<file path="src/cfr_pkg.sv">
// ----------------------------------------------------------------------------
// cfr_pkg
// Shared types and constants of the checksummed frame receiver.
// ----------------------------------------------------------------------------
`default_nettype none

package cfr_pkg;

    localparam int MaxFrameDefault = 72;

    localparam logic [7:0] HdrByte      = 8'h2A;
    localparam logic [7:0] AckBit       = 8'h80;
    localparam logic [7:0] InstrMask    = 8'h7F;
    localparam logic [7:0] TempInstr    = 8'h13;
    localparam logic [7:0] TempSub      = 8'h01;
    localparam logic [7:0] AbandonReset = 8'd120;

    localparam logic       OpByte = 1'b0;
    localparam logic       OpTick = 1'b1;

    // byte positions inside a frame
    localparam int PosIdle  = 0;
    localparam int PosHdr2  = 1;
    localparam int PosLen   = 2;
    localparam int PosInstr = 3;
    localparam int PosParm1 = 4;
    localparam int PosParm2 = 5;

    localparam int HdrOverhead = 4;
    localparam int SumOffset   = 3;

    typedef struct packed {
        logic       frame_done;
        logic       checksum_ok;
        logic       is_ack;
        logic [6:0] ack_instr;
        logic [7:0] ack_param;
        logic       is_temp;
        logic [7:0] temp_code;
        logic [6:0] payload_len;
        logic       dropped;
        logic       link_alive;
    } t_result;

endpackage

`default_nettype wire

</file>
<file path="src/cfr_if.sv">
// ----------------------------------------------------------------------------
// cfr_if
// Handshake channels of the checksummed frame receiver.
// ----------------------------------------------------------------------------
`default_nettype none

interface cfr_in_if;
    logic       valid;
    logic       ready;
    logic       opcode;
    logic [7:0] byte_value;

    modport source (output valid, output opcode, output byte_value, input ready);
    modport sink   (input valid, input opcode, input byte_value, output ready);
endinterface

interface cfr_out_if;
    logic       valid;
    logic       ready;
    logic       frame_done;
    logic       checksum_ok;
    logic       is_ack;
    logic [6:0] ack_instr;
    logic [7:0] ack_param;
    logic       is_temp;
    logic [7:0] temp_code;
    logic [6:0] payload_len;
    logic       dropped;
    logic       link_alive;

    modport source (
        output valid, input ready,
        output frame_done, output checksum_ok, output is_ack, output ack_instr,
        output ack_param, output is_temp, output temp_code, output payload_len,
        output dropped, output link_alive
    );
    modport sink (
        input valid, output ready,
        input frame_done, input checksum_ok, input is_ack, input ack_instr,
        input ack_param, input is_temp, input temp_code, input payload_len,
        input dropped, input link_alive
    );
endinterface

interface cfr_cfg_if;
    logic       valid;
    logic       ready;
    logic [7:0] abandon_ticks;

    modport source (output valid, output abandon_ticks, input ready);
    modport sink   (input valid, input abandon_ticks, output ready);
endinterface

`default_nettype wire

</file>
<file path="src/checksummed_frame_receiver.sv">
// ----------------------------------------------------------------------------
// checksummed_frame_receiver
// Finds 2A 2A LEN payload CS frames in a byte stream, checks the additive
// checksum and classes valid frames as acknowledge or temperature report.
//
//   port    dir   payload                         transfer when
//   i_rx    in    opcode, byte_value              valid && ready
//   o_res   out   frame_done .. link_alive        valid && ready
//   i_cfg   in    abandon_ticks                   valid && ready (always ready)
//
// One item per cycle while the result is not stalled; an item passes through
// the input register, then the frame logic into the result register.
// i_rst_n is synchronous, active low; it clears frame state and sets
// abandon_ticks to 120. A stalled result holds the input register; input
// ready falls only when both registers are full and o_res.ready is low.
// ----------------------------------------------------------------------------
`default_nettype none

module checksummed_frame_receiver #(
    parameter int MAX_FRAME = cfr_pkg::MaxFrameDefault
) (
    input  wire logic  i_clk,
    input  wire logic  i_rst_n,
    cfr_in_if.sink     i_rx,
    cfr_out_if.source  o_res,
    cfr_cfg_if.sink    i_cfg
);

    logic             r_in_valid;
    logic             r_in_opcode;
    logic [7:0]       r_in_byte;
    logic             r_out_valid;
    cfr_pkg::t_result r_out;
    logic [7:0]       r_abandon_ticks;

    logic             advance;
    cfr_pkg::t_result parse_res;

    assign advance    = r_in_valid && (!r_out_valid || o_res.ready);
    assign i_rx.ready = !r_in_valid || advance;
    assign i_cfg.ready = 1'b1;

    cfr_parser #(
        .MAX_FRAME (MAX_FRAME)
    ) u_parser (
        .i_clk           (i_clk),
        .i_rst_n         (i_rst_n),
        .i_en            (advance),
        .i_opcode        (r_in_opcode),
        .i_byte_value    (r_in_byte),
        .i_abandon_ticks (r_abandon_ticks),
        .o_result        (parse_res)
    );

    always_ff @(posedge i_clk) begin
        if (!i_rst_n) begin
            r_in_valid      <= 1'b0;
            r_out_valid     <= 1'b0;
            r_abandon_ticks <= cfr_pkg::AbandonReset;
        end else begin
            if (i_cfg.valid) begin
                r_abandon_ticks <= i_cfg.abandon_ticks;
            end
            if (i_rx.valid && i_rx.ready) begin
                r_in_valid <= 1'b1;
            end else if (advance) begin
                r_in_valid <= 1'b0;
            end
            if (advance) begin
                r_out_valid <= 1'b1;
            end else if (o_res.ready) begin
                r_out_valid <= 1'b0;
            end
        end
    end

    always_ff @(posedge i_clk) begin
        if (i_rx.valid && i_rx.ready) begin
            r_in_opcode <= i_rx.opcode;
            r_in_byte   <= i_rx.byte_value;
        end
        if (advance) begin
            r_out <= parse_res;
        end
    end

    assign o_res.valid       = r_out_valid;
    assign o_res.frame_done  = r_out.frame_done;
    assign o_res.checksum_ok = r_out.checksum_ok;
    assign o_res.is_ack      = r_out.is_ack;
    assign o_res.ack_instr   = r_out.ack_instr;
    assign o_res.ack_param   = r_out.ack_param;
    assign o_res.is_temp     = r_out.is_temp;
    assign o_res.temp_code   = r_out.temp_code;
    assign o_res.payload_len = r_out.payload_len;
    assign o_res.dropped     = r_out.dropped;
    assign o_res.link_alive  = r_out.link_alive;

    a_ok_needs_done: assert property (@(posedge i_clk) disable iff (!i_rst_n)
        r_out_valid && r_out.checksum_ok |-> r_out.frame_done && r_out.link_alive)
        else $error("checksum_ok without a completed frame or alive flag");

    a_class_excl: assert property (@(posedge i_clk) disable iff (!i_rst_n)
        r_out_valid |-> !(r_out.is_ack && r_out.is_temp) &&
                        !(r_out.frame_done && r_out.dropped))
        else $error("conflicting result classes");

    a_class_needs_ok: assert property (@(posedge i_clk) disable iff (!i_rst_n)
        r_out_valid && (r_out.is_ack || r_out.is_temp) |-> r_out.checksum_ok)
        else $error("classified frame without valid checksum");

    a_alive_sticky: assert property (@(posedge i_clk) disable iff (!i_rst_n)
        advance && r_out_valid && r_out.link_alive |=> r_out.link_alive)
        else $error("link alive flag cleared");

    a_stall_holds: assert property (@(posedge i_clk) disable iff (!i_rst_n)
        r_out_valid && !o_res.ready |=> r_out_valid && $stable(r_out))
        else $error("stalled result changed");

endmodule

`default_nettype wire

</file>
<file path="src/cfr_parser.sv">
// ----------------------------------------------------------------------------
// cfr_parser
// Frame state, running checksum and classification for one item per cycle while i_en is high.
// ----------------------------------------------------------------------------
`default_nettype none

module cfr_parser #(
    parameter int MAX_FRAME = cfr_pkg::MaxFrameDefault
) (
    input  wire logic            i_clk,
    input  wire logic            i_rst_n,
    input  wire logic            i_en,
    input  wire logic            i_opcode,
    input  wire logic [7:0]      i_byte_value,
    input  wire logic [7:0]      i_abandon_ticks,
    output cfr_pkg::t_result     o_result
);

    localparam int PosW = $clog2(MAX_FRAME);

    logic [PosW-1:0] r_pos,    n_pos;
    logic [7:0]      r_len,    n_len;
    logic [7:0]      r_sum,    n_sum;
    logic [7:0]      r_instr,  n_instr;
    logic [7:0]      r_parm1,  n_parm1;
    logic [7:0]      r_parm2,  n_parm2;
    logic [7:0]      r_idle,   n_idle;
    logic            r_alive,  n_alive;

    logic [8:0]      tick_cnt;
    logic            at_end;
    cfr_pkg::t_result res;

    assign tick_cnt = {1'b0, r_idle} + 9'd1;
    assign at_end   = {{(9-PosW){1'b0}}, r_pos} >=
                      ({1'b0, r_len} + 9'(cfr_pkg::SumOffset));

    always_comb begin
        n_pos   = r_pos;
        n_len   = r_len;
        n_sum   = r_sum;
        n_instr = r_instr;
        n_parm1 = r_parm1;
        n_parm2 = r_parm2;
        n_idle  = r_idle;
        n_alive = r_alive;
        res     = '0;

        if (i_opcode == cfr_pkg::OpTick) begin
            if (r_pos != PosW'(cfr_pkg::PosIdle)) begin
                if (tick_cnt > {1'b0, i_abandon_ticks}) begin
                    n_pos       = PosW'(cfr_pkg::PosIdle);
                    n_idle      = '0;
                    res.dropped = 1'b1;
                end else begin
                    n_idle = tick_cnt[7:0];
                end
            end else begin
                n_idle = '0;
            end
        end else begin
            n_idle = '0;
            if (r_pos == PosW'(cfr_pkg::PosIdle)) begin
                if (i_byte_value == cfr_pkg::HdrByte) begin
                    n_pos = PosW'(cfr_pkg::PosHdr2);
                end
            end else if (r_pos == PosW'(cfr_pkg::PosHdr2)) begin
                n_pos = (i_byte_value == cfr_pkg::HdrByte) ? PosW'(cfr_pkg::PosLen)
                                                           : PosW'(cfr_pkg::PosIdle);
            end else if (r_pos == PosW'(cfr_pkg::PosLen)) begin
                n_len = i_byte_value;
                n_sum = i_byte_value;
                if (({1'b0, i_byte_value} + 9'(cfr_pkg::HdrOverhead)) > 9'(MAX_FRAME)) begin
                    n_pos       = PosW'(cfr_pkg::PosIdle);
                    res.dropped = 1'b1;
                end else begin
                    n_pos = PosW'(cfr_pkg::PosInstr);
                end
            end else if (at_end) begin
                res.frame_done  = 1'b1;
                res.payload_len = r_len[6:0];
                if (r_sum == i_byte_value) begin
                    res.checksum_ok = 1'b1;
                    n_alive         = 1'b1;
                    if ((r_len >= 8'd2) && ((r_instr & cfr_pkg::AckBit) != 8'd0)) begin
                        res.is_ack    = 1'b1;
                        res.ack_instr = r_instr[6:0] & cfr_pkg::InstrMask[6:0];
                        res.ack_param = r_parm1;
                    end else if ((r_len >= 8'd3) && (r_instr == cfr_pkg::TempInstr) &&
                                 (r_parm1 == cfr_pkg::TempSub)) begin
                        res.is_temp   = 1'b1;
                        res.temp_code = r_parm2;
                    end
                end
                n_pos = PosW'(cfr_pkg::PosIdle);
            end else begin
                if (r_pos == PosW'(cfr_pkg::PosInstr)) begin
                    n_instr = i_byte_value;
                end else if (r_pos == PosW'(cfr_pkg::PosParm1)) begin
                    n_parm1 = i_byte_value;
                end else if (r_pos == PosW'(cfr_pkg::PosParm2)) begin
                    n_parm2 = i_byte_value;
                end
                n_sum = r_sum + i_byte_value;
                n_pos = r_pos + PosW'(1);
            end
        end
        res.link_alive = n_alive;
    end

    assign o_result = res;

    always_ff @(posedge i_clk) begin
        if (!i_rst_n) begin
            r_pos   <= '0;
            r_len   <= '0;
            r_sum   <= '0;
            r_instr <= '0;
            r_parm1 <= '0;
            r_parm2 <= '0;
            r_idle  <= '0;
            r_alive <= 1'b0;
        end else if (i_en) begin
            r_pos   <= n_pos;
            r_len   <= n_len;
            r_sum   <= n_sum;
            r_instr <= n_instr;
            r_parm1 <= n_parm1;
            r_parm2 <= n_parm2;
            r_idle  <= n_idle;
            r_alive <= n_alive;
        end
    end

endmodule

`default_nettype wire

</file>
<file path="src/flat_wrapper.sv">
// flat-port wrapper written by rule: the top's interface ports become plain ports
module checksummed_frame_receiver_flat 
#(
    parameter int MAX_FRAME = cfr_pkg::MaxFrameDefault
)
  (i_clk, i_rst_n, i_rx_valid, i_rx_opcode, i_rx_byte_value, i_rx_ready, o_res_valid, o_res_ready, o_res_frame_done, o_res_checksum_ok, o_res_is_ack, o_res_ack_instr, o_res_ack_param, o_res_is_temp, o_res_temp_code, o_res_payload_len, o_res_dropped, o_res_link_alive, i_cfg_valid, i_cfg_abandon_ticks, i_cfg_ready);
  cfr_in_if i_rx_i ();
  cfr_out_if o_res_i ();
  cfr_cfg_if i_cfg_i ();
  input  wire logic i_clk;
  input  wire logic i_rst_n;
  input wire logic [$bits(i_rx_i.valid)-1:0] i_rx_valid;
  input wire logic [$bits(i_rx_i.opcode)-1:0] i_rx_opcode;
  input wire logic [$bits(i_rx_i.byte_value)-1:0] i_rx_byte_value;
  output wire logic [$bits(i_rx_i.ready)-1:0] i_rx_ready;
  output wire logic [$bits(o_res_i.valid)-1:0] o_res_valid;
  input wire logic [$bits(o_res_i.ready)-1:0] o_res_ready;
  output wire logic [$bits(o_res_i.frame_done)-1:0] o_res_frame_done;
  output wire logic [$bits(o_res_i.checksum_ok)-1:0] o_res_checksum_ok;
  output wire logic [$bits(o_res_i.is_ack)-1:0] o_res_is_ack;
  output wire logic [$bits(o_res_i.ack_instr)-1:0] o_res_ack_instr;
  output wire logic [$bits(o_res_i.ack_param)-1:0] o_res_ack_param;
  output wire logic [$bits(o_res_i.is_temp)-1:0] o_res_is_temp;
  output wire logic [$bits(o_res_i.temp_code)-1:0] o_res_temp_code;
  output wire logic [$bits(o_res_i.payload_len)-1:0] o_res_payload_len;
  output wire logic [$bits(o_res_i.dropped)-1:0] o_res_dropped;
  output wire logic [$bits(o_res_i.link_alive)-1:0] o_res_link_alive;
  input wire logic [$bits(i_cfg_i.valid)-1:0] i_cfg_valid;
  input wire logic [$bits(i_cfg_i.abandon_ticks)-1:0] i_cfg_abandon_ticks;
  output wire logic [$bits(i_cfg_i.ready)-1:0] i_cfg_ready;
  assign i_rx_i.valid = i_rx_valid;
  assign i_rx_i.opcode = i_rx_opcode;
  assign i_rx_i.byte_value = i_rx_byte_value;
  assign i_rx_ready = i_rx_i.ready;
  assign o_res_valid = o_res_i.valid;
  assign o_res_i.ready = o_res_ready;
  assign o_res_frame_done = o_res_i.frame_done;
  assign o_res_checksum_ok = o_res_i.checksum_ok;
  assign o_res_is_ack = o_res_i.is_ack;
  assign o_res_ack_instr = o_res_i.ack_instr;
  assign o_res_ack_param = o_res_i.ack_param;
  assign o_res_is_temp = o_res_i.is_temp;
  assign o_res_temp_code = o_res_i.temp_code;
  assign o_res_payload_len = o_res_i.payload_len;
  assign o_res_dropped = o_res_i.dropped;
  assign o_res_link_alive = o_res_i.link_alive;
  assign i_cfg_i.valid = i_cfg_valid;
  assign i_cfg_i.abandon_ticks = i_cfg_abandon_ticks;
  assign i_cfg_ready = i_cfg_i.ready;
  checksummed_frame_receiver #(.MAX_FRAME(MAX_FRAME)) u_core (.i_clk(i_clk), .i_rst_n(i_rst_n), .i_rx(i_rx_i), .o_res(o_res_i), .i_cfg(i_cfg_i));
endmodule
</file>
<file path="config.mk">
export PLATFORM = sky130hd
export DESIGN_NAME = checksummed_frame_receiver_flat
export DESIGN_NICKNAME = d
export VERILOG_FILES = /design/src/cfr_pkg.sv /design/src/cfr_if.sv /design/src/checksummed_frame_receiver.sv /design/src/cfr_parser.sv /design/src/flat_wrapper.sv
export SDC_FILE = /design/constraint.sdc
export NUM_CORES = 1
export LEC_CHECK = 0
export ABC_AREA = 1
export BUFFER_PORTS_ARGS = -buffer_cell sky130_fd_sc_hd__buf_2
export CAP_MARGIN = 20
export CORE_UTILIZATION = 50
export DETAILED_ROUTE_END_ITERATION = 10
export PLACE_DENSITY = 0.8
export SETUP_SLACK_MARGIN = 0.3
export SYNTH_ARGS = -nofsm -noshare
export SYNTH_HDL_FRONTEND = slang
export SYNTH_SLANG_ARGS = --single-unit
</file>
<file path="constraint.sdc">
create_clock -name i_clk -period 3.4 [get_ports i_clk]
set_input_delay 0.34 -clock i_clk [delete_from_list [all_inputs] [get_ports i_clk]]
set_output_delay 0.34 -clock i_clk [all_outputs]
set_load 0.02 [all_outputs]
</file>
### After elaboration in Yosys (flattened, before gate mapping)

Cells that the tools add are included.

* bits in registers: 111
* input bits: 22

* add/sub/neg operators: 5
* magnitude comparators: 5
* equal/unequal tests: 13
* multiplexer cells: 37
* bitwise gates (word level): 10
* reductions and logical operators: 25

Operators with widths (number)
* two-way mux 7 bit: 8
* two-way mux 8 bit: 5
* two-way mux 34 bit: 1
* two-way mux 26 bit: 1
* two-way mux 9 bit: 2
* two-way mux 1 bit: 17
* >= comparator 8 x 2 -> 1 bit (second input constant): 2
* two-way mux 16 bit: 1
* == test 7 x 2 -> 1 bit (second input constant): 2
* == test 7 x 3 -> 1 bit (second input constant): 2
* OR reduction 7 bit: 2
* NOT 1 bit: 10
* AND reduction 5 bit: 2
* adder 8 x 1 -> 9 bit (second input constant): 1
* adder 8 x 2 -> 9 bit (second input constant): 1
* adder 8 x 3 -> 9 bit (second input constant): 1
* >= comparator 7 x 9 -> 1 bit: 1
* greater-than comparator 9 x 7 -> 1 bit (second input constant): 1
* greater-than comparator 9 x 8 -> 1 bit: 1
* AND reduction 9 bit: 1
* adder 8 bit: 1
* == test 8 x 1 -> 1 bit (second input constant): 1
* == test 8 x 5 -> 1 bit (second input constant): 1
* == test 8 x 6 -> 1 bit (second input constant): 1
* 20 further kinds: 29

### Depth between registers and ports, before layout

Gate-level depths: netlist (run 1).

* depth after elaboration: 7
* mapped depth: 20
* gate-level depth less buffers: 20

### Cells and area by module

From an unflattened synthesis (run 1), not the netlist that was laid out.

* cell total of the unflattened synthesis: 704
* area total of the unflattened synthesis: 5831.8 µm²

By module, submodules not included
* cfr_parser: times used 1, cells an instance 609, area an instance 4080.2 µm²
* checksummed_frame_receiver: times used 1, cells an instance 95, area an instance 1751.7 µm²

### Worst setup path before layout (run 1)

Ideal clock, no wire load.

* path kind: register to register
* start point: register u_core.u_parser.r_len[1]
* end point: register u_core.r_out, in the netlist u_core.o_res.temp_code[0] (data pin)
* library setup time: 284 ps
* data arrival time: 2181 ps
* data required time: 3116 ps
* setup slack: 934 ps
* cell stages (with the launch flop): 19
* buffers on the path: 1
* period minus slack after synthesis: 2466 ps
* path through: dfxtp_1 inv_2 ha_1 nor2_1 nand2_1 xor2_1 ha_1 and3_1 nand2_1 nand2_1 nand2_1 nand2_1 nand2_1 nand2_1 nand3_2 nor2_4 nand2_4 buf_6 nor3_2

* longest elaborated chain between the ends: 5

Ends and longest elaborated chain
* start, declared: line cfr_parser.sv:22 `logic [7:0] r_len, n_len;`
* start signal, assigned: line cfr_parser.sv:125 `r_len <= n_len;`
* parallel branches: the longest is 4 deep, another holds adder 8 x 2 -> 9 bit
* OR reduction 8 bit (no line) *
* end signal, assigned: line checksummed_frame_receiver.sv:83 `r_out <= parse_res;`
* end, declared: line checksummed_frame_receiver.sv:33 `cfr_pkg::t_result r_out;`

Every way passes the cells marked *.
A chain may end at the register's enable or synchronous reset.

### Final worst setup path (run 1)

* start point: register u_core.u_parser.r_len[1]
* end point: register u_core.r_out, in the netlist u_core.o_res.ack_param[1] (data pin)

* longest elaborated chain between the ends: 4

Ends and longest elaborated chain (line)
* adder 8 x 2 -> 9 bit / >= comparator 8 x 2 -> 1 bit (equally long branches): cfr_parser.sv:36, cfr_parser.sv:85
* >= comparator 7 x 9 -> 1 bit / logical AND 1 bit (equally long branches): cfr_parser.sv:35, cfr_parser.sv:85
* NOT 1 bit (no line)
* OR reduction 7 bit (no line) *

Mark *: on every way between the ends. The rest lies on a longest branch, timed or not.

==> results of run 1 <==
timing repair:
item | in CTS | in global routing
setup endpoints to repair | 0 | 19
gates resized for setup | 0 | 5
buffers inserted | 0 | 3
worst paths after layout:
check | end | slack (ns)
hold reg to reg | u_core.r_abandon_ticks[2]$_SDFFE_PN0P_ | 0.47
setup / recovery | u_core.o_res.ack_param[1]$_SDFFCE_PP0P_ | 0.54
setup reg to reg | u_core.o_res.ack_param[1]$_SDFFCE_PP0P_ | 0.54
hold / removal | u_core.r_in_byte[0]$_DFFE_PP_ | 0.16
cell families after synthesis:
| logic type | count (synthesis) |
|---|---|
| buffers and inverters | 119 |
| other | 1 |
| adders and majority gates | 34 |
| AOI/OAI and AO/OA | 109 |
| xor gates and xnor gates | 19 |
| DFF | 111 |
| and+or+nand+nor | 300 |
report_power, final:
part           total [mW]  switching, mW  internal, mW  leakage (nW)
Sequential           1.44         0.0236          1.41         0.970
Combinational       0.156          0.105        0.0508          1.72
Clock                1.09          0.528         0.565         0.154
Total                2.68          0.656          2.03          2.84
metrics by stage:
step / util, % / setup slack, ns / power (mW) / area [sq um] / cells
finish: 59.2 / 0.536 / 2.68 / 6530 / 896
global route: 59.2 / 0.310 / 2.76 / 6530 / 896
CTS: 58.8 / 0.439 / 2.69 / 6480 / 893
detailed placement: 55.9 / 0.469 / 1.62 / 6170 / 877
global placement: 55.9 / 0.608 / 1.61 / 6170 / 877
floorplan: - / 0.934 / 1.56 / 5760 / 693
per-layer routing:
layer / track usage [%] / part of all wire, %
met4: 8.95 / 2.3
met5: 0 / 0
met2: 36.4 / 48
met1: 27.2 / 43
met3: 4.33 / 6.7
worst max-delay path, cell delays in order (launching register included):
cell	delay (ns)
sky130_fd_sc_hd__dfxtp_1	0.45
sky130_fd_sc_hd__inv_2	0.10
sky130_fd_sc_hd__ha_1	0.22
sky130_fd_sc_hd__nor2_1	0.14
sky130_fd_sc_hd__nand2_1	0.08
sky130_fd_sc_hd__xor2_1	0.15
sky130_fd_sc_hd__ha_1	0.30
sky130_fd_sc_hd__and3_1	0.15
sky130_fd_sc_hd__nand2_1	0.05
sky130_fd_sc_hd__nand2_1	0.05
sky130_fd_sc_hd__nand2_1	0.04
sky130_fd_sc_hd__nand2_1	0.05
sky130_fd_sc_hd__nand2_1	0.05
sky130_fd_sc_hd__nand2_1	0.10
sky130_fd_sc_hd__nand3_2	0.15
sky130_fd_sc_hd__nor2_4	0.23
sky130_fd_sc_hd__nand2_8	0.19
sky130_fd_sc_hd__nor3_1	0.19
cell usage after synthesis, drive strengths merged (3+ instances only):
master    n  area, sq um
edfxtp   45         1350
a21oi    50          258
xor2     15          131
a21o      4         30.0
nand4    14         93.8
inv      99          372
nand3    41          210
buf       7         52.5
dfxtp    66         1320
o21ai    44          224
nor4      4         31.3
nor3     30          225
clkbuf   12         45.0
ha       33          413
nor2     83          334
a31oi     3         18.8
nand2   125          487
xnor2     4         35.0
layout make-up:
cell class | instances | area share, %
sequential | 111 | 40.9
multi-input combinational | 463 | 40.5
inverter | 100 | 5.75
timing repair buffer | 66 | 5.33
clock buffer | 11 | 3.89
tap | 140 | 2.68
clock inverter | 5 | 0.920
==> parameters.txt, run 1 <==
Parameter                              Value

Setup path
  Setup crit start ... u_core.u_parser.r_len[1]$_SDFFE_PN0P_
  Data required, critical path ... ~3.6 ns
  Critical Setup Path Class ... reg2reg
  Critical path capture point type ... flop
  Category of the worst setup path launch point ... flop
  Crit path max fanout ... 28
  Cell count of the worst reg-to-reg path ... 17
  Reg-to-reg startpoint ... u_core.u_parser.r_len[1]$_SDFFE_PN0P_
  Arrival time worst endpoint ... ~3.1 ns

Clock network
  CTS root buffer ... sky130_fd_sc_hd__clkbuf_16
  Number of hold-repair buffers added at the cts stage ... 0
  Sink count of the clock tree ... 111
  Number of levels in the clock H-tree ... 3
  CTS tree ... yes
  Max Root-Sink Buffers ... 2
  Source-to-sink clock delay at the later pin of the worst-skew pair ... between 0.3 and 0.4 ns
  CTS Buf Count ... 9
  Clk pin slew, worst setup/hold paths ... ~0.08 ns

Detailed routing
  Total DRC errors in the routed layout ... 0
  Residual antenna-violating net count after detailed routing ... 0
  Via count normalized by instance count ... 5.43
  Initial detailed-routing violation count ... between 200 and 300
  Pre-Repair DR Iteration Count ... 5
  Aggregate routed wire length ... 12,400 microns
  Via count ... about 4,900
  Detail-routed net length per standard cell ... 13.8 microns

Synthesis
  Main synth FF type ... sky130_fd_sc_hd__dfxtp_1
  Number of library cell types mapped by synthesis ... 44
  Synthesized netlist net count ... approximately 750
  Yosys warning count ... 0
  Post-synthesis compound-gate area fraction ... roughly a tenth
  Synth async-reset ratio ... 0%
  Number of enable flip-flop cells after synthesis ... 45
  Synthesized area per cell ... ~8.3 sq um
  Dominant combinational cell family by area after synthesis ... simple AND/OR/NAND/NOR gates
  Post-synthesis instance area ... ~0.0058 sq mm
  Parity-gate share of the synthesized area counting xor and xnor cells ... 2.89%
  Share of cell area taken by muxes after synthesis ... 0%
  Sequential-to-total area share from yosys stat ... around 46%
  Synth Area in Adders ... ~7.5%
  Number of instances in the synthesized netlist ... about 700
  Flops & latches, synth ... 111
  Basic-gate share of the synthesized area counting and, or, nand and nor cells ... 24.3%

STA
  Headroom to the max-slew limit ... 24.1%
  Total negative setup slack ... 0 ns
  Final setup skew ... between 0.008 and 0.009 ns
  Clock period minus final worst setup slack ... approximately 2.9 ns
  Post-route fraction of the period consumed by the critical path ... between 80 and 90%
  Max Freq ... about 350 MHz
  Setup violators final ... 0
  Worst slack on hold paths ... between 0.15 and 0.2 ns
  Count of final hold-check violations ... 0
  Actual slew at the worst max-slew pin ... 1.14 ns
  RSZ-0062 raised after global routing ... false
  Final count of pins violating max slew ... 0

Cells and area
  Final antenna diode count ... 0
  Area of the multi-input gates ... around 0.0026 sq mm
  # nets final ... ~800
  Number of inserted filler cells in the final layout ... roughly 920
  Most common cell after layout, fill and taps aside ... sky130_fd_sc_hd__nand2_1
  Area growth from synthesis to layout ... 13.5%
  Top library cells by usage in the layout, fill and taps aside ... 120 x sky130_fd_sc_hd__nand2_1, 95 x sky130_fd_sc_hd__inv_1, 77 x sky130_fd_sc_hd__nor2_1, 66 x sky130_fd_sc_hd__dfxtp_1, 59 x sky130_fd_sc_hd__buf_2
  Sequential cell area ... between 0.002 and 0.003 sq mm
  Layout cells sized above 1 ... between 15 and 20%

Die
  Area of the placeable core ... between 0.01 and 0.015 sq mm
  Starting utilization of the core area ... between 50% and 60%
  Horizontal die dimension ... approximately 110 microns
  Area enclosed by the die boundary ... between 0.01 and 0.015 sq mm
  Number of primary I/O pins ... 61
  Count of standard-cell rows ... 38
  Die extent in y ... roughly 110 microns

Hold path
  Start point of the worst min-delay path ... i_rx_byte_value[0]
  Min-Delay Path Depth ... 1
  Type of the most critical hold path ... in2reg

Power and ir drop
  Worst-case vdd ir drop ... around 0.00023 V
  P per Cell Area ... approximately 410 mW/mm^2
  Leakage power summed over all cells ... roughly 2.8 nW

Global routing
  Maximum number of pins on one net before global-route repair ... 50
  GRT Residual Overflow ... 0
  Wire length of the first global-routing pass ... 20,200 microns
  Via count of the first global-routing pass ... between 4,000 and 5,000
  Antenna violations before repair ... 0
  Overall fraction of global-route tracks in use ... a little over a fifth

Place
  HPWL after detailed placement ... slightly below 9000 microns
  IO Port Bufs ... around 60
  Routability congestion estimate ... 0.916

Outcome
  Outcome ... finished clean

Run
  Max-cap check violation count ... 0
(Power assumes the default switching activity.)
==> run 2, diff against run 1 <==
--- a/config.mk
+++ b/config.mk
@@ -5,7 +5,7 @@
 export SDC_FILE = /design/constraint.sdc
 export NUM_CORES = 1
 export LEC_CHECK = 0
-export ABC_AREA = 1
+export ABC_AREA = 0
 export BUFFER_PORTS_ARGS = -buffer_cell sky130_fd_sc_hd__buf_2
 export CAP_MARGIN = 20
 export CORE_UTILIZATION = 50
==> constraint.sdc (replaced) <==
create_clock -name i_clk -period 3 [get_ports i_clk]
set_input_delay 0.3 -clock i_clk [delete_from_list [all_inputs] [get_ports i_clk]]
set_output_delay 0.3 -clock i_clk [all_outputs]
set_load 0.02 [all_outputs]
==> parameters.txt, run 2 <==
Parameter                              Value

Cells and area
  Area of the multi-input gates ... roughly 0.0029 sq mm
  # nets final ... ~690
  Finished Layout Cells ... roughly 780
  Area growth from synthesis to layout ... 16.5%
  Final standard cell area without fillers ... between 0.006 and 0.007 sq mm
  Final core area utilization ... between 60 and 70%
  Number of inserted filler cells in the final layout ... roughly 900
  Top library cells by usage in the layout, fill and taps aside ... 60 x sky130_fd_sc_hd__nor2_1, 60 x sky130_fd_sc_hd__buf_2, 55 x sky130_fd_sc_hd__dfxtp_1, 50 x sky130_fd_sc_hd__nand2_1, 45 x sky130_fd_sc_hd__edfxtp_1
  Sequential cell area ... roughly 0.0027 sq mm
  Final antenna diode count ... 0
  Layout cells sized above 1 ... roughly a quarter

Global routing
  GRT Residual Overflow ... 0
  Antenna violations before repair ... 0
  Wire length of the first global-routing pass ... approximately 20,000 microns
  Via count of the first global-routing pass ... 4,240
  Overall fraction of global-route tracks in use ... 22.0%
  Maximum number of pins on one net before global-route repair ... 52

Clock network
  Source-to-sink clock delay at the later pin of the worst-skew pair ... 0.39 ns
  Number of levels in the clock H-tree ... 3
  Clk pin slew, worst setup/hold paths ... about 0.12 ns
  CTS root buffer ... sky130_fd_sc_hd__clkbuf_8
  CTS tree ... yes
  Max Root-Sink Buffers ... 2
  CTS Buf Count ... 9
  Number of hold-repair buffers added at the cts stage ... 0
  Sink count of the clock tree ... ~110

STA
  Max Freq ... ~390 MHz
  RSZ-0062 raised after global routing ... false
  Final count of pins violating max slew ... 0
  Actual slew at the worst max-slew pin ... 0.982 ns
  Post-route fraction of the period consumed by the critical path ... a little under nine tenths
  Count of final hold-check violations ... 0
  Headroom to the max-slew limit ... 34.0%
  Final setup skew ... 0.00891 ns
  Setup violators final ... 0
  Total negative setup slack ... 0 ns
  Worst slack on hold paths ... about 0.076 ns
  Final worst setup slack ... approximately 0.42 ns
  Clock period minus final worst setup slack ... 2.58 ns

Die
  Starting utilization of the core area ... 51.7%
  Area enclosed by the die boundary ... 0.0117 sq mm
  Area of the placeable core ... 0.0109 sq mm
  Horizontal die dimension ... approximately 110 microns
  Count of standard-cell rows ... 38
  Number of primary I/O pins ... between 60 and 70
  Die extent in y ... ~110 microns

Detailed routing
  Initial detailed-routing violation count ... approximately 220
  Total DRC errors in the routed layout ... 0
  Via count normalized by instance count ... about 5.7
  Aggregate routed wire length ... roughly 12,000 microns
  Via count ... approximately 4,400
  Detail-routed net length per standard cell ... between 15 and 20 microns
  Pre-Repair DR Iteration Count ... 5
  Residual antenna-violating net count after detailed routing ... 0

Place
  Setup Slack @ Placement ... 0.143 ns
  Inst Count DP ... 753
  Cell area after placement ... between 0.006 and 0.007 sq mm
  HPWL after detailed placement ... 8400 microns
  Routability congestion estimate ... between 0.8 and 0.9
  IO Port Bufs ... 59

Synthesis
  List of most frequent post-synthesis cells ... 66 x sky130_fd_sc_hd__dfxtp_1, 62 x sky130_fd_sc_hd__nor2_1, 51 x sky130_fd_sc_hd__nand2_1
  Post-synthesis instance area ... between 0.005 and 0.006 sq mm
  Dominant combinational cell family by area after synthesis ... simple AND/OR/NAND/NOR gates
  Yosys warning count ... 0
  Number of instances in the synthesized netlist ... between 500 and 600
  Number of library cell types mapped by synthesis ... 67
  Top cells by area in the synthesized netlist ... sky130_fd_sc_hd__edfxtp_1 24%, sky130_fd_sc_hd__dfxtp_1 23%, sky130_fd_sc_hd__ha_1 7.3%, sky130_fd_sc_hd__mux2i_1 5.2%, sky130_fd_sc_hd__nor2_1 4.1%
  Main synth FF type ... sky130_fd_sc_hd__dfxtp_1
  Cell type with the largest total area after synthesis ... sky130_fd_sc_hd__edfxtp_1
  Synthesized area per cell ... 10.0 sq um
  Post-synth top area share ... 24.0%
  Basic-gate share of the synthesized area counting and, or, nand and nor cells ... about a fifth
  Share of cell area taken by muxes after synthesis ... 5.36%
  Parity-gate share of the synthesized area counting xor and xnor cells ... about 2.0%
  Flops & latches, synth ... around 110
  Sequential-to-total area share from yosys stat ... 47.5%
  Synth async-reset ratio ... 0%
  Most used standard cell by instance count after synthesis ... sky130_fd_sc_hd__dfxtp_1
  Post-synthesis compound-gate area fraction ... between 10% and 20%
  Synth Area in Adders ... 7.69%
  Number of enable flip-flop cells after synthesis ... 45
  Synthesized netlist net count ... between 600 and 700

Power and ir drop
  Post-route total power ... about 2.7 mW
  Leakage power summed over all cells ... approximately 2.7 nW
  P per Cell Area ... roughly 420 mW/mm^2
  Worst-case vdd ir drop ... about 0.00026 V

Setup path
  Crit path largest cell delay ... 0.41 ns
  Crit path max fanout ... 7
  Slowest-stage cell, CP ... sky130_fd_sc_hd__or3_4
  Cells along the critical path ... inv_1 > ha_4 > nor2_1 > xnor2_1 > ha_1 > or3_4 > a21oi_4 > buf_6 > o31a_1 > buf_6 > mux2i_1 > nor2_1
  Critical Setup Path Class ... reg2reg
  Arrival time worst endpoint ... roughly 2.9 ns
  Data required, critical path ... ~3.3 ns
  Category of the worst setup path launch point ... flop
  Cell count of the worst reg-to-reg path ... 12
  Critical path capture point type ... flop

Hold path
  Min-Delay Path Depth ... 1
  Type of the most critical hold path ... in2reg

Run
  Max-cap check violation count ... 0

Outcome
  Outcome ... finished clean
run 2: what timing repair did:
| item | in CTS | in global routing |
|---|---|---|
| setup endpoints to repair | 47 | 77 |
| setup buffers | 1 | 4 |
| resized for setup | 11 | 39 |
| pin swaps | 2 | 10 |
| cloned | 0 | 2 |
run 2: power by group:
part	internal [mW]	total (mW)	leakage (nW)	switching [mW]
registers	1.60	1.62	0.967	0.0229
clock network	0.338	0.936	0.101	0.599
logic	0.0587	0.172	1.65	0.113
run 2: worst max-delay path: cells and delay by family (launching register included):
kind                     cells  cell delay [ns]
multiplexers                 1             0.18
adder cells (fa/ha/maj)      2             0.42
AO/OA/AOI/OAI                2             0.37
buffers and inverters        3             0.41
XOR/XNOR                     1             0.09
AND/OR/NAND/NOR              3             0.59
flip-flops                   1             0.39
run 2: metal layers:
metal	wire length, microns	global-route usage, %	up-vias
met5	0	0	-
met4	240	9.10	0
met3	532	4.22	26
met2	6200	37.1	116
met1	5310	27.7	2104
li1	-	-	2158
run 2: kinds of logic (layout without fill, tap and decap cells):
group           after synthesis  count (layout)
simple gates                227             227
buf+inv                      47             122
mux                          30              30
xor+xnor                     13              13
flops                       111             111
compound gates               98              98
fa+ha+maj                    34              34
other cells                   1               1
run 2: path summary, 6_finish.rpt:
path                                           endpoint                                   from  slack (ns)
hold reg to reg    u_core.u_parser.r_alive$_SDFFE_PN0P_   u_core.u_parser.r_alive$_SDFFE_PN0P_        0.48
setup / recovery  u_core.u_parser.r_sum[1]$_SDFFE_PN0P_  u_core.u_parser.r_len[1]$_SDFFE_PN0P_        0.42
setup reg to reg  u_core.u_parser.r_sum[1]$_SDFFE_PN0P_  u_core.u_parser.r_len[1]$_SDFFE_PN0P_        0.42
hold / removal            u_core.r_in_byte[5]$_DFFE_PP_                     i_rx_byte_value[5]        0.08
run 2: cell type report:
class                   instances  area share, %
inverters                      22           1.28
repair buffers                 84           7.50
multi-input cells             403           44.2
clock buffers                   9           1.89
flip-flops and latches        111           41.2
well taps                     140           2.67
clock inverters                 7           1.30
==> run 3, diff against run 2 <==
--- a/config.mk
+++ b/config.mk
@@ -8,9 +8,11 @@
 export ABC_AREA = 0
 export BUFFER_PORTS_ARGS = -buffer_cell sky130_fd_sc_hd__buf_2
 export CAP_MARGIN = 20
-export CORE_UTILIZATION = 50
+export CELL_PAD_IN_SITES_DETAIL_PLACEMENT = 1
+export CELL_PAD_IN_SITES_GLOBAL_PLACEMENT = 1
+export CORE_UTILIZATION = 46
 export DETAILED_ROUTE_END_ITERATION = 10
-export PLACE_DENSITY = 0.8
+export PLACE_DENSITY = 0.9
 export SETUP_SLACK_MARGIN = 0.3
 export SYNTH_ARGS = -nofsm -noshare
 export SYNTH_HDL_FRONTEND = slang
==> constraint.sdc (replaced) <==
create_clock -name i_clk -period 2.4 [get_ports i_clk]
set_input_delay 0.24 -clock i_clk [delete_from_list [all_inputs] [get_ports i_clk]]
set_output_delay 0.24 -clock i_clk [all_outputs]
set_load 0.02 [all_outputs]
==> parameters.txt, run 3 (synthesis gave the netlist of run 2 again) <==
Parameter                              Value

STA
  Post-route fraction of the period consumed by the critical path ... 118%
  Final worst setup slack ... -0.433 ns
  Headroom to the max-slew limit ... approximately half
  Final setup skew ... 0.0161 ns
  RSZ-0062 raised after global routing ... true
  Max Freq ... around 350 MHz
  Final count of pins violating max slew ... 0
  Setup violators final ... 83
  Actual slew at the worst max-slew pin ... roughly 0.74 ns
  Clock period minus final worst setup slack ... between 2 and 3 ns
  Count of final hold-check violations ... 0

Detailed routing
  Via count normalized by instance count ... 6.21
  Initial detailed-routing violation count ... roughly 400
  Residual antenna-violating net count after detailed routing ... 0
  Pre-Repair DR Iteration Count ... 5
  Via count ... roughly 5,200
  Aggregate routed wire length ... 21,400 microns
  Total DRC errors in the routed layout ... 0
  Detail-routed net length per standard cell ... ~25 microns

Outcome
  Violations in the final reports ... setup timing
  Outcome ... finished with violations

Die
  Count of standard-cell rows ... 40
  Area of the placeable core ... 0.0120 sq mm
  Number of primary I/O pins ... 61
  Starting utilization of the core area ... a little under half
  Horizontal die dimension ... 113 microns
  Die extent in y ... ~110 microns
  Area enclosed by the die boundary ... ~0.013 sq mm

Global routing
  Antenna violations before repair ... 0
  Overall fraction of global-route tracks in use ... between 20% and 30%
  Via count of the first global-routing pass ... 5,451
  GRT Residual Overflow ... 0
  Maximum number of pins on one net before global-route repair ... 52
  Wire length of the first global-routing pass ... 28,900 microns

Cells and area
  Final core area utilization ... 65.2%
  Final antenna diode count ... 0
  Layout cells sized above 1 ... between 40% and 50%
  # nets final ... 749
  Most common cell after layout, fill and taps aside ... sky130_fd_sc_hd__buf_4
  Area growth from synthesis to layout ... 38.6%
  Top library cells by usage in the layout, fill and taps aside ... 64 x sky130_fd_sc_hd__buf_4, 59 x sky130_fd_sc_hd__buf_2, 52 x sky130_fd_sc_hd__nor2_1, 50 x sky130_fd_sc_hd__dfxtp_1, 45 x sky130_fd_sc_hd__edfxtp_1

Power and ir drop
  Leakage power summed over all cells ... about 3.3 nW
  P per Cell Area ... approximately 500 mW/mm^2
  Worst-case vdd ir drop ... 0.000514 V

Place
  HPWL after detailed placement ... roughly 11,000 microns
  IO Port Bufs ... 59
  Routability congestion estimate ... 0.877
  Setup Slack @ Placement ... -0.292 ns

Clock network
  Number of levels in the clock H-tree ... 3
  CTS Buf Count ... 9
  Number of hold-repair buffers added at the cts stage ... 0
  Clk pin slew, worst setup/hold paths ... 0.09 ns
  Source-to-sink clock delay at the later pin of the worst-skew pair ... roughly 0.37 ns
  CTS tree ... yes
  Max Root-Sink Buffers ... 2
  CTS root buffer ... sky130_fd_sc_hd__clkbuf_16
  Sink count of the clock tree ... around 110

Setup path
  Data required, critical path ... approximately 2.6 ns
  Critical path capture point type ... flop
  Critical Setup Path Class ... reg2reg
  Crit path max fanout ... 8
  Category of the worst setup path launch point ... flop
  Arrival time worst endpoint ... between 3 and 4 ns

Hold path
  Type of the most critical hold path ... in2reg

Run
  Max-cap check violation count ... 0
==> run 3: timing repair <==
item | 4_1_cts | 5_1_grt
resized for setup | 79 | 67
gates cloned | 2 | 1
pin swaps | 43 | 32
endpoints found under the setup margin | 92 | 92
buffers inserted | 22 | 12
==> run 3: through the flow <==
stage | hold WS, ns | setup TNS (ns) | power (mW) | instance area, sq um | instances
6_report | 0.0348 | -19.51 | 3.93 | 7800 | 845
5_1_grt | 0.0259 | -22.31 | 4.01 | 7800 | 845
3_3_place_gp | 0.416 | -0.0123 | 2.28 | 6570 | 792
3_5_place_dp | 0.419 | -5.93 | 2.30 | 6570 | 792
4_1_cts | 0.0380 | -3.49 | 3.87 | 7370 | 832
2_1_floorplan | 0.339 | 0 | 2.20 | 5800 | 561
==> run 3: final cells by class <==
class,instances,area [sq um]
fill,1240,4160
multi-input combinational,404,3420
sequential,111,2710
timing repair buffer,145,1080
clock buffer,9,225
tap,147,184
inverter,22,90.1
clock inverter,7,85.1
==> run 3: metal layers <==
| layer | GRT usage [%] | vias to the layer above | wire (microns) |
|---|---|---|---|
| met5 | 0 | - | 0 |
| met4 | 15.0 | 0 | 1290 |
| met3 | 6.48 | 99 | 1100 |
| met2 | 56.1 | 255 | 11200 |
| met1 | 31.5 | 2604 | 7780 |
| li1 | - | 2288 | - |
==> run 3: worst max-delay path, cell delays in order (launching register included) <==
cell and delay [ns]:
sky130_fd_sc_hd__dfxtp_2 0.35, sky130_fd_sc_hd__inv_2 0.11, sky130_fd_sc_hd__ha_4 0.21, sky130_fd_sc_hd__nor2_4 0.06
sky130_fd_sc_hd__xnor2_1 0.14, sky130_fd_sc_hd__ha_1 0.20, sky130_fd_sc_hd__or3_4 0.40, sky130_fd_sc_hd__a21oi_4 0.26
sky130_fd_sc_hd__buf_12 0.17, sky130_fd_sc_hd__o2111ai_4 0.13, sky130_fd_sc_hd__buf_12 0.19, sky130_fd_sc_hd__mux2i_1 0.12
sky130_fd_sc_hd__nor2_1 0.36
==> run 3: final timing paths <==
check	to	start	depth (start not counted)	slack, ns
hold / removal	u_core.r_in_byte[7]$_DFFE_PP_	i_rx_byte_value[7]	1	0.03
setup / recovery	u_core.u_parser.r_instr[1]$_SDFFE_PN0P_	u_core.u_parser.r_len[1]$_SDFFE_PN0P_	12	-0.43
setup reg to reg	u_core.u_parser.r_instr[1]$_SDFFE_PN0P_	u_core.u_parser.r_len[1]$_SDFFE_PN0P_	12	-0.43
hold reg to reg	u_core.r_abandon_ticks[6]$_SDFFE_PN1P_	u_core.r_abandon_ticks[6]$_SDFFE_PN1P_	2	0.51
==> run 3: power by group <==
group / leakage [nW] / total (mW) / switching (mW) / internal [mW]
Combinational: 2.13 / 0.268 / 0.185 / 0.0829
Sequential: 0.970 / 2.02 / 0.0243 / 1.99
Clock: 0.154 / 1.64 / 0.802 / 0.839
Total: 3.25 / 3.93 / 1.01 / 2.92
